===== src/design/smalu_pkg.sv =====
// ----------------------------------------------------------------------------
// smalu_pkg
// Shared constants, types and the control store of the stack arithmetic unit.
// ----------------------------------------------------------------------------
`default_nettype none

package smalu_pkg;

  localparam int unsigned STACK_DEPTH = 64;
  localparam int unsigned PTR_W       = $clog2(STACK_DEPTH);
  localparam int unsigned CNT_W       = $clog2(STACK_DEPTH + 1);
  localparam int unsigned DATA_W      = 32;
  localparam int unsigned OP_W        = 4;
  localparam int unsigned ST_W        = 2;
  localparam int unsigned DEPTH_OUT_W = 7;
  localparam int unsigned IN_TDATA_W  = 40;
  localparam int unsigned OUT_TDATA_W = 48;
  localparam int unsigned DIV_CNT_W   = $clog2(DATA_W);
  localparam int unsigned UA_W        = 4;

  // Request opcodes
  localparam logic [OP_W-1:0] OP_CLEAR = 4'd0;
  localparam logic [OP_W-1:0] OP_PUSH  = 4'd1;
  localparam logic [OP_W-1:0] OP_POP   = 4'd2;
  localparam logic [OP_W-1:0] OP_ADD   = 4'd3;
  localparam logic [OP_W-1:0] OP_SUB   = 4'd4;
  localparam logic [OP_W-1:0] OP_MUL   = 4'd5;
  localparam logic [OP_W-1:0] OP_DIV   = 4'd6;
  localparam logic [OP_W-1:0] OP_MOD   = 4'd7;
  localparam logic [OP_W-1:0] OP_NOT   = 4'd8;
  localparam logic [OP_W-1:0] OP_GT    = 4'd9;

  // Result status codes
  localparam logic [ST_W-1:0] ST_OK    = 2'd0;
  localparam logic [ST_W-1:0] ST_UNDER = 2'd1;
  localparam logic [ST_W-1:0] ST_OVER  = 2'd2;
  localparam logic [ST_W-1:0] ST_DIVZ  = 2'd3;

  // Micro-actions, one per control word
  typedef enum logic [3:0] {
    ACT_CLEAR = 4'd0,
    ACT_CHK   = 4'd1,
    ACT_PUSH  = 4'd2,
    ACT_POP   = 4'd3,
    ACT_NOT   = 4'd4,
    ACT_DVI   = 4'd5,
    ACT_DVS   = 4'd6,
    ACT_WB    = 4'd7,
    ACT_FIN   = 4'd8
  } act_e;

  // Sequencing conditions
  typedef enum logic [2:0] {
    C_NEXT = 3'd0,  // advance
    C_GOTO = 3'd1,  // jump always
    C_ERR  = 3'd2,  // jump when the check failed
    C_NDIV = 3'd3,  // jump when the request is not a divide or modulo
    C_LOOP = 3'd4   // jump while the divider has steps left
  } cond_e;

  typedef struct packed {
    act_e            act;
    cond_e           cond;
    logic [UA_W-1:0] target;
  } ucw_t;

  typedef struct packed {
    logic init;
    logic step;
  } div_ctrl_t;

  // Control store addresses
  localparam logic [UA_W-1:0] UA_CLEAR = 4'd0;
  localparam logic [UA_W-1:0] UA_PUSH  = 4'd1;
  localparam logic [UA_W-1:0] UA_POP   = 4'd3;
  localparam logic [UA_W-1:0] UA_NOT   = 4'd5;
  localparam logic [UA_W-1:0] UA_BIN   = 4'd7;
  localparam logic [UA_W-1:0] UA_DLOOP = 4'd9;
  localparam logic [UA_W-1:0] UA_WB    = 4'd10;
  localparam logic [UA_W-1:0] UA_FIN   = 4'd11;

  function automatic ucw_t ucode_rom(input logic [UA_W-1:0] addr);
    ucw_t w;
    w = '{act: ACT_FIN, cond: C_NEXT, target: UA_FIN};
    unique case (addr)
      4'd0:    w = '{act: ACT_CLEAR, cond: C_GOTO, target: UA_FIN};
      4'd1:    w = '{act: ACT_CHK,   cond: C_ERR,  target: UA_FIN};
      4'd2:    w = '{act: ACT_PUSH,  cond: C_GOTO, target: UA_FIN};
      4'd3:    w = '{act: ACT_CHK,   cond: C_ERR,  target: UA_FIN};
      4'd4:    w = '{act: ACT_POP,   cond: C_GOTO, target: UA_FIN};
      4'd5:    w = '{act: ACT_CHK,   cond: C_ERR,  target: UA_FIN};
      4'd6:    w = '{act: ACT_NOT,   cond: C_GOTO, target: UA_FIN};
      4'd7:    w = '{act: ACT_CHK,   cond: C_ERR,  target: UA_FIN};
      4'd8:    w = '{act: ACT_DVI,   cond: C_NDIV, target: UA_WB};
      4'd9:    w = '{act: ACT_DVS,   cond: C_LOOP, target: UA_DLOOP};
      4'd10:   w = '{act: ACT_WB,    cond: C_GOTO, target: UA_FIN};
      default: w = '{act: ACT_FIN,   cond: C_NEXT, target: UA_FIN};
    endcase
    return w;
  endfunction

  function automatic logic [UA_W-1:0] ucode_entry(input logic [OP_W-1:0] op);
    logic [UA_W-1:0] a;
    a = UA_FIN;
    case (op) inside
      OP_CLEAR:                                        a = UA_CLEAR;
      OP_PUSH:                                         a = UA_PUSH;
      OP_POP:                                          a = UA_POP;
      OP_NOT:                                          a = UA_NOT;
      OP_ADD, OP_SUB, OP_MUL, OP_DIV, OP_MOD, OP_GT:   a = UA_BIN;
      default:                                         a = UA_FIN;
    endcase
    return a;
  endfunction

endpackage

`default_nettype wire


===== src/design/smalu_div.sv =====
// ----------------------------------------------------------------------------
// smalu_div
// Restoring signed divider, one quotient bit per step, C truncation rules.
// ----------------------------------------------------------------------------
`default_nettype none

module smalu_div (
  input  logic                                clk_i,
  input  logic                                rst_ni,
  input  smalu_pkg::div_ctrl_t                ctrl_i,
  input  logic [smalu_pkg::DATA_W-1:0]        dividend_i,
  input  logic [smalu_pkg::DATA_W-1:0]        divisor_i,
  output logic [smalu_pkg::DATA_W-1:0]        quot_o,
  output logic [smalu_pkg::DATA_W-1:0]        rem_o,
  output logic                                last_o
);
  import smalu_pkg::*;

  logic [DATA_W-1:0]    quo_q, rem_q, den_q;
  logic                 qneg_q, rneg_q;
  logic [DIV_CNT_W-1:0] cnt_q;
  logic [DATA_W:0]      rem_sh, diff;
  logic [DATA_W-1:0]    mag_a, mag_b;

  assign mag_a  = dividend_i[DATA_W-1] ? (~dividend_i + 1'b1) : dividend_i;
  assign mag_b  = divisor_i[DATA_W-1]  ? (~divisor_i + 1'b1)  : divisor_i;
  assign rem_sh = {rem_q, quo_q[DATA_W-1]};
  assign diff   = rem_sh - {1'b0, den_q};

  always_ff @(posedge clk_i or negedge rst_ni) begin
    if (!rst_ni) begin
      cnt_q <= '0;
    end else if (ctrl_i.init) begin
      cnt_q <= '0;
    end else if (ctrl_i.step) begin
      cnt_q <= cnt_q + 1'b1;
    end
  end

  always_ff @(posedge clk_i) begin
    if (ctrl_i.init) begin
      quo_q  <= mag_a;
      rem_q  <= '0;
      den_q  <= mag_b;
      qneg_q <= dividend_i[DATA_W-1] ^ divisor_i[DATA_W-1];
      rneg_q <= dividend_i[DATA_W-1];
    end else if (ctrl_i.step) begin
      // keep the partial remainder when the trial subtract goes negative
      if (!diff[DATA_W]) begin
        rem_q <= diff[DATA_W-1:0];
        quo_q <= {quo_q[DATA_W-2:0], 1'b1};
      end else begin
        rem_q <= rem_sh[DATA_W-1:0];
        quo_q <= {quo_q[DATA_W-2:0], 1'b0};
      end
    end
  end

  assign last_o = (cnt_q == DIV_CNT_W'(DATA_W - 1));
  assign quot_o = qneg_q ? (~quo_q + 1'b1) : quo_q;
  assign rem_o  = rneg_q ? (~rem_q + 1'b1) : rem_q;

endmodule

`default_nettype wire


===== src/design/stack_machine_alu_unit.sv =====
// ----------------------------------------------------------------------------
// stack_machine_alu_unit
// Bounded 32-bit integer stack driven by stack-language requests, with a
// microcoded controller, a top-of-stack register and an entry memory.
// ----------------------------------------------------------------------------
//
//  Channel | Dir | tdata fields (lowest bit up)                 | Handshake
//  --------+-----+----------------------------------------------+-----------
//  s_axis  | in  | req_type[3:0], push_value[35:4], pad to 40   | tvalid/tready
//  m_axis  | out | top_value[31:0], stack_depth[38:32],         | tvalid/tready
//          |     | status[40:39], pad to 48                     |
//
//  One request at a time. Unknown opcodes go straight to the final step;
//  clear clears; push, pop and not run a check, then their action; add,
//  sub, mul and greater a check, a divider load, then the writeback;
//  divide and modulo add 32 steps of the shared restoring divider.
//  A failed check jumps to the final step. Reset empties the stack; entry
//  memory needs no clearing pass. A finished result sits in the output
//  register while the next request is taken; the controller holds at its
//  final step only while that register is full and not being drained.
//
`default_nettype none

module stack_machine_alu_unit (
  input  logic                                 clk_i,
  input  logic                                 rst_ni,
  // req_type[3:0], push_value[35:4], zeros above
  input  logic [smalu_pkg::IN_TDATA_W-1:0]     s_axis_tdata,
  input  logic                                 s_axis_tvalid,
  output logic                                 s_axis_tready,
  // top_value[31:0], stack_depth[38:32], status[40:39], zeros above
  output logic [smalu_pkg::OUT_TDATA_W-1:0]    m_axis_tdata,
  output logic                                 m_axis_tvalid,
  input  logic                                 m_axis_tready
);
  import smalu_pkg::*;

  // Controller state
  logic                   busy_q, busy_d;
  logic [UA_W-1:0]        upc_q, upc_d;
  ucw_t                   ucw;
  logic                   s_acc, fin_go;

  // Request held while it runs
  logic [OP_W-1:0]        op_q;
  logic [DATA_W-1:0]      val_q;

  // Stack: top entry in a register, the rest in memory
  logic [CNT_W-1:0]       depth_q, depth_d;
  logic [DATA_W-1:0]      tos_q, tos_d;
  logic [DATA_W-1:0]      mem [STACK_DEPTH];
  logic [DATA_W-1:0]      rd_q;
  logic                   mem_we, mem_re;
  logic [CNT_W-1:0]       depth_m1, depth_m2;
  logic [PTR_W-1:0]       wr_addr, rd_addr;

  // Status and output register
  logic [ST_W-1:0]        status_q, status_d, chk_status;
  logic                   out_valid_q, out_valid_d;
  logic [OUT_TDATA_W-1:0] out_data_q;
  logic [DATA_W-1:0]      top_out;

  // Datapath
  logic                   is_div, is_empty, is_full, lt_two;
  logic [DATA_W-1:0]      mul_lo, alu_res, quot, rem;
  logic                   div_last;
  div_ctrl_t              div_ctrl;

  assign s_axis_tready = !busy_q;
  assign s_acc         = s_axis_tvalid && !busy_q;
  assign ucw           = ucode_rom(upc_q);

  assign m_axis_tvalid = out_valid_q;
  assign m_axis_tdata  = out_data_q;

  // Stack pointers: entry a sits just below the top register
  assign depth_m1 = depth_q - CNT_W'(1);
  assign depth_m2 = depth_q - CNT_W'(2);
  assign wr_addr  = depth_m1[PTR_W-1:0];
  assign rd_addr  = depth_m2[PTR_W-1:0];

  assign is_empty = (depth_q == '0);
  assign is_full  = (depth_q >= CNT_W'(STACK_DEPTH));
  assign lt_two   = (depth_q < CNT_W'(2));
  assign is_div   = (op_q == OP_DIV) || (op_q == OP_MOD);

  // Guard checks, run as the first step of the push, pop, not and binary routines
  always_comb begin
    chk_status = ST_OK;
    case (op_q) inside
      OP_PUSH: begin
        if (is_full) chk_status = ST_OVER;
      end
      OP_POP, OP_NOT: begin
        if (is_empty) chk_status = ST_UNDER;
      end
      OP_ADD, OP_SUB, OP_MUL, OP_DIV, OP_MOD, OP_GT: begin
        if (lt_two) begin
          chk_status = ST_UNDER;
        end else if (is_div && (tos_q == '0)) begin
          chk_status = ST_DIVZ;
        end
      end
      default: chk_status = ST_OK;
    endcase
  end

  // Binary result: a from memory read data, b from the top register
  assign mul_lo = rd_q * tos_q;

  always_comb begin
    unique case (op_q)
      OP_ADD:  alu_res = rd_q + tos_q;
      OP_SUB:  alu_res = rd_q - tos_q;
      OP_MUL:  alu_res = mul_lo;
      OP_DIV:  alu_res = quot;
      OP_MOD:  alu_res = rem;
      default: alu_res = {{(DATA_W-1){1'b0}}, ($signed(rd_q) > $signed(tos_q))};
    endcase
  end

  assign div_ctrl.init = busy_q && (ucw.act == ACT_DVI);
  assign div_ctrl.step = busy_q && (ucw.act == ACT_DVS);

  smalu_div u_div (
    .clk_i      (clk_i),
    .rst_ni     (rst_ni),
    .ctrl_i     (div_ctrl),
    .dividend_i (rd_q),
    .divisor_i  (tos_q),
    .quot_o     (quot),
    .rem_o      (rem),
    .last_o     (div_last)
  );

  // Retire only when the output register is free or being drained
  assign fin_go = busy_q && (ucw.act == ACT_FIN) && (!out_valid_q || m_axis_tready);

  // Sequencer: dispatch on acceptance, then follow the control words
  always_comb begin
    busy_d = busy_q;
    upc_d  = upc_q;
    if (s_acc) begin
      busy_d = 1'b1;
      upc_d  = ucode_entry(s_axis_tdata[OP_W-1:0]);
    end else if (busy_q) begin
      if (ucw.act == ACT_FIN) begin
        if (fin_go) busy_d = 1'b0;
      end else begin
        case (ucw.cond)
          C_GOTO:  upc_d = ucw.target;
          C_ERR:   upc_d = (chk_status != ST_OK) ? ucw.target : upc_q + 1'b1;
          C_NDIV:  upc_d = is_div ? upc_q + 1'b1 : ucw.target;
          C_LOOP:  upc_d = div_last ? upc_q + 1'b1 : ucw.target;
          default: upc_d = upc_q + 1'b1;
        endcase
      end
    end
  end

  // Stack updates per micro-action
  always_comb begin
    depth_d  = depth_q;
    tos_d    = tos_q;
    status_d = status_q;
    mem_we   = 1'b0;
    mem_re   = 1'b0;
    if (s_acc) begin
      status_d = ST_OK;
    end else if (busy_q) begin
      case (ucw.act)
        ACT_CLEAR: depth_d = '0;
        ACT_CHK: begin
          status_d = chk_status;
          mem_re   = 1'b1;
        end
        ACT_PUSH: begin
          // spill the old top into memory unless the stack is empty
          mem_we  = !is_empty;
          tos_d   = val_q;
          depth_d = depth_q + CNT_W'(1);
        end
        ACT_POP: begin
          tos_d   = rd_q;
          depth_d = depth_m1;
        end
        ACT_NOT: tos_d = (tos_q == '0) ? DATA_W'(1) : '0;
        ACT_WB: begin
          tos_d   = alu_res;
          depth_d = depth_m1;
        end
        default: ;
      endcase
    end
  end

  assign top_out = is_empty ? '0 : tos_q;

  always_comb begin
    out_valid_d = out_valid_q;
    if (fin_go) begin
      out_valid_d = 1'b1;
    end else if (m_axis_tready) begin
      out_valid_d = 1'b0;
    end
  end

  always_ff @(posedge clk_i or negedge rst_ni) begin
    if (!rst_ni) begin
      busy_q      <= 1'b0;
      upc_q       <= UA_FIN;
      depth_q     <= '0;
      status_q    <= ST_OK;
      out_valid_q <= 1'b0;
    end else begin
      busy_q      <= busy_d;
      upc_q       <= upc_d;
      depth_q     <= depth_d;
      status_q    <= status_d;
      out_valid_q <= out_valid_d;
    end
  end

  always_ff @(posedge clk_i) begin
    tos_q <= tos_d;
    if (s_acc) begin
      op_q  <= s_axis_tdata[OP_W-1:0];
      val_q <= s_axis_tdata[OP_W +: DATA_W];
    end
    if (fin_go) begin
      out_data_q <= {{(OUT_TDATA_W-DATA_W-DEPTH_OUT_W-ST_W){1'b0}},
                     status_q, DEPTH_OUT_W'(depth_q), top_out};
    end
  end

  // Entry memory, registered read
  always_ff @(posedge clk_i) begin
    if (mem_we) mem[wr_addr] <= tos_q;
    if (mem_re) rd_q <= mem[rd_addr];
  end

endmodule

`default_nettype wire


===== config.mk =====
export PLATFORM = sky130hd
export DESIGN_NAME = stack_machine_alu_unit
export DESIGN_NICKNAME = d
export VERILOG_FILES = /design/src/design/smalu_pkg.sv /design/src/design/smalu_div.sv /design/src/design/stack_machine_alu_unit.sv
export SDC_FILE = /design/constraint.sdc
export NUM_CORES = 2
export LEC_CHECK = 0
export CAP_MARGIN = 15
export CORE_ASPECT_RATIO = 2
export CORE_UTILIZATION = 28
export CTS_BUF_LIST = sky130_fd_sc_hd__clkbuf_8
export CTS_CLUSTER_SIZE = 8
export DETAILED_ROUTE_END_ITERATION = 8
export DONT_BUFFER_PORTS = 1
export GPL_TIMING_DRIVEN = 1
export PLACE_DENSITY_LB_ADDON = 0.3
export SYNTH_ARGS = -nofsm -noshare
export SYNTH_HDL_FRONTEND = slang
export SYNTH_SLANG_ARGS = --single-unit
export TNS_END_PERCENT = 100

===== constraint.sdc =====
create_clock -name clk_i -period 7.78 [get_ports clk_i]
set_clock_uncertainty 0.05 [all_clocks]
set_input_delay 0.778 -clock clk_i [delete_from_list [all_inputs] [get_ports clk_i]]
set_output_delay 0.778 -clock clk_i [all_outputs]
set_load 0.02 [all_outputs]

# Word-level counts from Yosys, hierarchy flattened
# Memory sizes are Yosys's and may differ from the RTL's. A register that Yosys moved wholly into a read port is not among the register bits.
# Index checks and enable logic that the tools add are counted.
# Widths: inputs -> output; s select.
[op_classes]
addsub = 12
multipliers = 1
n_lt_le_gt_ge = 3
eq_ne = 32
n_mux = 50
n_bitwise = 6
reduce_logical = 30
[ops]
columns = ["operator", "n"]
rows = [
  ["$mux 32", 6],
  ["$pmux 32 s5", 1],
  ["$add 32x1->32 const B", 4],
  ["$not 32->32", 4],
  ["$pmux 32 s4", 1],
  ["$eq 4x3->1 const B", 12],
  ["$mux 4", 11],
  ["$sub 33x32->33", 1],
  ["$add 32x32->32", 1],
  ["$gt 32x32->1", 1],
  ["$logic_not 32->1", 1],
  ["$mul 32x32->32", 1],
  ["$sub 32x32->32", 1],
  ["$mux 31", 1],
  ["$eq 4x2->1 const B", 6],
  ["$pmux 7 s3", 1],
  ["$eq 4x4->1 const B", 5],
  ["$mux 2", 9],
  ["$mux 1", 17],
  ["$pmux 4 s4", 1],
  ["$eq 4x1->1 const B", 3],
  ["$reduce_or 6->1", 2],
  ["$mux 5", 2],
  ["$reduce_bool 2->1", 5],
  ["24 further kinds", 37],
]
[totals]
regBits = 227
ram_bits = 2048
romBits = 144
input_bits = 44
wordCells = 153
memories = 2
[mem_list]
columns = ["memory", "depth", "word_bits", "read_ports", "rd_clocked_by_memory_dff", "write_ports", "line_no", "text"]
rows = [
  ["mem", 64, 32, 1, 1, 1, "stack_machine_alu_unit.sv:51", "logic [DATA_W-1:0] mem [STACK_DEPTH];"],
  ["(name not given)", 16, 9, 1, 0, 0, "smalu_pkg.sv:85", "unique case (addr)"],
]

# Longest topological paths before layout
[depth]
word_depth = 14
mapped_depth = 29
mapped_depth_nobuf = 26

# Modules after synthesis
# From an unflattened synthesis, not the netlist that was laid out.
[hier_totals]
cells_unflattened = 6818
hier_area_um2 = 112291.4
[by_module_without_submodules]
columns = ["module", "instances", "cells_per_inst", "area_per_inst_um2"]
rows = [
  ["stack_machine_alu_unit", 1, 5828, 103998.5],
  ["smalu_div", 1, 990, 8293.0],
]

# Worst setup path after synthesis
# No wires, ideal clock.
[synth_path]
kind = "register -> register"
from = "register tos_q[6]"
to = "register tos_q[28] (data pin)"
arrival_time_ns = 8.080
required_ns = 7.471
setup_slack_ns = -0.609
path_stages_with_launch = 27
period_less_slack_ns = 8.389
cell_sequence = "edfxtp_1 clkbuf_1 clkbuf_1 and2_1 fa_1 fa_1 fa_1 inv_1 fa_1 inv_1 fa_1 inv_1 fa_1 inv_1 fa_1 fa_1 ha_1 clkbuf_1 a21o_1 a221o_1 a21o_1 o41ai_1 o21ai_0 nand2_1 o22ai_1 o21a_1 a211o_1"
[synth_between]
elab_chain_len = 3
[synth_rtl]
columns = ["item", "line_no", "text"]
rows = [
  ["start, declared", "stack_machine_alu_unit.sv:50", "logic [DATA_W-1:0] tos_q, tos_d;"],
  ["start signal, assigned", "stack_machine_alu_unit.sv:225", "tos_q <= tos_d;"],
  ["$mul 32x32->32, or another cell as far along", "stack_machine_alu_unit.sv:109", "assign mul_lo = rd_q * tos_q;"],
  ["$pmux 32 s5 (*)", "stack_machine_alu_unit.sv:112", "unique case (op_q)"],
  ["$pmux 32 s4 (*)", "stack_machine_alu_unit.sv:171", "case (ucw.act)"],
]
# Mark *: on every way between the ends. The rest lies on a longest branch, timed or not.
# A chain may end at the register's enable or synchronous reset.

# Worst setup path after layout
[layout_path]
from = "register tos_q[4]"
to = "register tos_q[31] (data pin)"
# Same word-level chain as after synthesis.

==> results.py <==
metrics = {
    "synthesis": {
        "yosysSeqAreaShare": 0.6138,
        "syn_inst": 6834,
        "synth-async-reset-ratio": 0.008669,
        "synth-seq-cells": 2307,
        "synth_flop_cell": "edfxtp_1",
        "synth_cell_type_count": 85,
        "yosys_warnings": 0,
        "syn_area_sq_um": 112200,
        "synth_edf_count": 2255,
        "avgSynthCellArea_sq_um": 16.42,
    },
    "worst_setup_path": {
        "reg2reg_from": "tos_q[4]$_DFFE_PP_",
        "max_stage_delay_ns": 0.54,
        "worstRegToRegCells": 26,
        "critPathKind": "flip-flop to flip-flop",
        "critPathRequiredTime_ns": 8.48,
        "path_common_cell": "fa_1",
        "cp-start-kind": "flip-flop",
        "crit_fanout": 17,
        "cp-end-kind": "flip-flop",
        "worstReg2RegEnd": "tos_q[31]$_DFFE_PP_",
        "slowest_stage": "fa_1",
        "rrSetupSlack_ns": 0.12,
        "arrival_ns": 8.36,
    },
    "placed_design": {
        "hpwl_um": 255400,
        "port_buffers": 0,
        "gp_congestion": 0.9690,
        "place_area_sq_um": 121400,
    },
    "final_layout": {
        "final_cell_mix": "edfxtp_1 (2,255), mux4_2 (672), inv_1 (535)",
        "nNetsFinal": 7913,
        "finalInstanceArea_sq_um": 127200,
        "final_common_cell": "edfxtp_1",
        "drive_gt1_frac": 0.2163,
        "finish.utilization": 0.3190,
        "areaGrowthSynthToFinish_pct": 13.42,
    },
    "global_routing": {
        "grt_overflow": 0,
        "grt_max_degree": 149,
        "grtUsageTotal": 0.1772,
        "grt_pass1_vias": 69336,
        "grt_pass1_wl_um": 510600,
        "antenna_found_initial": 14,
    },
    "clock_network": {
        "clkSlewWorstSetupHoldPaths_ns": 0.07,
        "cts_max_level": 5,
        "root_buffer": "clkbuf_8",
        "clock_path_buffers": 4,
        "cts_tree": "yes",
        "cts_buffers": 342,
        "insertion_delay_ns": 1.02,
        "clkSinkCount": 2307,
    },
    "hold_path": {
        "min_to": "upc_q[1]$_DFFE_PN1P_",
        "hold_start": "s_axis_tdata[0]",
        "worstHoldPathCells": 2,
        "holdCritPathClass": "input pin to flip-flop",
    },
    "sta": {
        "relSlewSlack": 0.1683,
        "setup_viol": 0,
        "worst_pin_slew_ns": 1.234,
        "drv_slew": 0,
        "fin_setup_tns_ns": 0,
        "min_period_over_period": 0.9848,
        "rsz0062_at_grt": "true",
        "holdWs_ns": 0.09641,
        "min_period_ns": 7.662,
        "hold_violations": 0,
        "max_freq_mhz": 130.5,
    },
    "floorplanning": {
        "num_rows": 328,
        "fp.dieH_um": 897.2,
        "die_w_um": 449.6,
        "initial_core_util": 0.2812,
        "io_pins": 94,
        "dieArea_sq_um": 403300,
        "coreArea_sq_um": 398900,
    },
    "drt": {
        "post_drt_wl_per_cell_um": 28.72,
        "via_per_inst": 5.014,
        "routed_wl_um": 361700,
        "routed-wl-met2_um": 208300,
        "drc": 0,
        "route.vias.total": 63127,
        "top_layer_used": "met5",
        "route.met3.wl_um": 13310,
        "wirelength_met1_um": 109400,
        "ant_nets": 0,
        "drtIter0Drc": 4712,
        "first_pass_iters": 7,
    },
    "run": {
        "maxCapViolations": 0,
    },
    "run_status": {
        "status": "finished, final reports clean",
    },
}
-- worst max-delay path by stage --
stage | start | to | slack [ns] | depth (start not counted)
after floorplan | tos_q[6]$_DFFE_PP_ | tos_q[28]$_DFFE_PP_ | -0.14 | 25
after global placement | rd_q[13]$_DFFE_PP_ | tos_q[29]$_DFFE_PP_ | -0.12 | 24
after detailed placement | tos_q[4]$_DFFE_PP_ | tos_q[29]$_DFFE_PP_ | -0.07 | 27
after CTS | tos_q[4]$_DFFE_PP_ | tos_q[31]$_DFFE_PP_ | 0.004 | 25
after global routing | tos_q[2]$_DFFE_PP_ | tos_q[29]$_DFFE_PP_ | -0.06 | 26
final | tos_q[4]$_DFFE_PP_ | tos_q[31]$_DFFE_PP_ | 0.12 | 26
-- worst max-delay path: cells and delay by family, from the launching register on --
| family | cells | cell delay [ns] |
|---|---|---|
| AOI/OAI and AO/OA | 7 | 1.68 |
| xor gates and xnor gates | 1 | 0.15 |
| buffers and inverters | 7 | 0.77 |
| adders and majority gates | 10 | 3.87 |
| DFF | 1 | 0.49 |
| and+or+nand+nor | 1 | 0.40 |
-- per-layer routing --
layer	track usage	vias up
met5	0	-
met1	0.1585	33493
met2	0.3548	2058
met3	0.02201	927
li1	-	26643
met4	0.1301	6
-- synth_stat cells, types with 28 or more instances --
master,n,area (sq um)
ha_1,236,2953
nand3_1,84,420.4
a21o_1,36,270.3
nor3_1,51,255.2
o31ai_1,51,382.9
o21ai_0,156,780.8
and2_1,265,1658
a21oi_1,193,965.9
inv_1,502,1884
clkbuf_1,300,1126
buf_1,71,266.5
nand2b_1,29,181.4
nand2_1,395,1483
fa_1,411,8228
edfxtp_1,2255,67710
or3_1,28,175.2
mux4_2,672,15130
nor2_1,322,1209
a221o_1,29,290.3
xor2_1,96,840.8
dfxtp_1,32,640.6
xnor2_1,142,1244
-- flip-flops by register name (all words and copies together) (netlist names), 7 cells and up --
name          cells
m_axis_tdata     41
u_div.den_q      32
u_div.quo_q      32
rd_q             32
depth_q           7
mem            2048
u_div.rem_q      32
tos_q            32
val_q            32
-- kinds of logic after synthesis --
| logic type | count (synthesis) | synth area share |
|---|---|---|
| xor+xnor | 238 | 0.01858 |
| mux | 693 | 0.1368 |
| buf+inv | 889 | 0.03010 |
| other cells | 1 | 0.00003343 |
| flops | 2307 | 0.6138 |
| simple gates | 1314 | 0.05675 |
| compound gates | 745 | 0.04423 |
| fa+ha+maj | 647 | 0.09967 |
-- cell type report --
type / count / area (sq um)
Tap cell: 5280 / 6606
Antenna cell: 7 / 17.52
Fill cell: 38907 / 271700
Sequential cell: 2307 / 68870
Timing Repair Buffer: 422 / 3816
Multi-Input combinational cell: 3644 / 40770
Clock inverter: 81 / 508.0
Clock buffer: 345 / 4748
Inverter: 505 / 1896
-- through the flow --
stage	std cells	worst slack [ns]
floorplan	6840	-0.1358
global placement	12111	-0.1170
detailed placement	12114	-0.06553
CTS	12580	0.003719
global route	12587	-0.06106
finish	12591	0.1180
-- timing repair --
| item | 4_1_cts | 5_1_grt |
|---|---|---|
| hold buffers | 40 | 0 |
| resized for setup | 1 | 24 |
| buffers inserted | 0 | 3 |
| endpoints found under the hold margin | 59 | 0 |
| pin swaps | 0 | 8 |
| endpoints found under the setup margin | 3 | 9 |
Power is left out: the tool's default activity adds up to more than one toggle a clock period on the data nets, which glitch-free logic cannot reach.
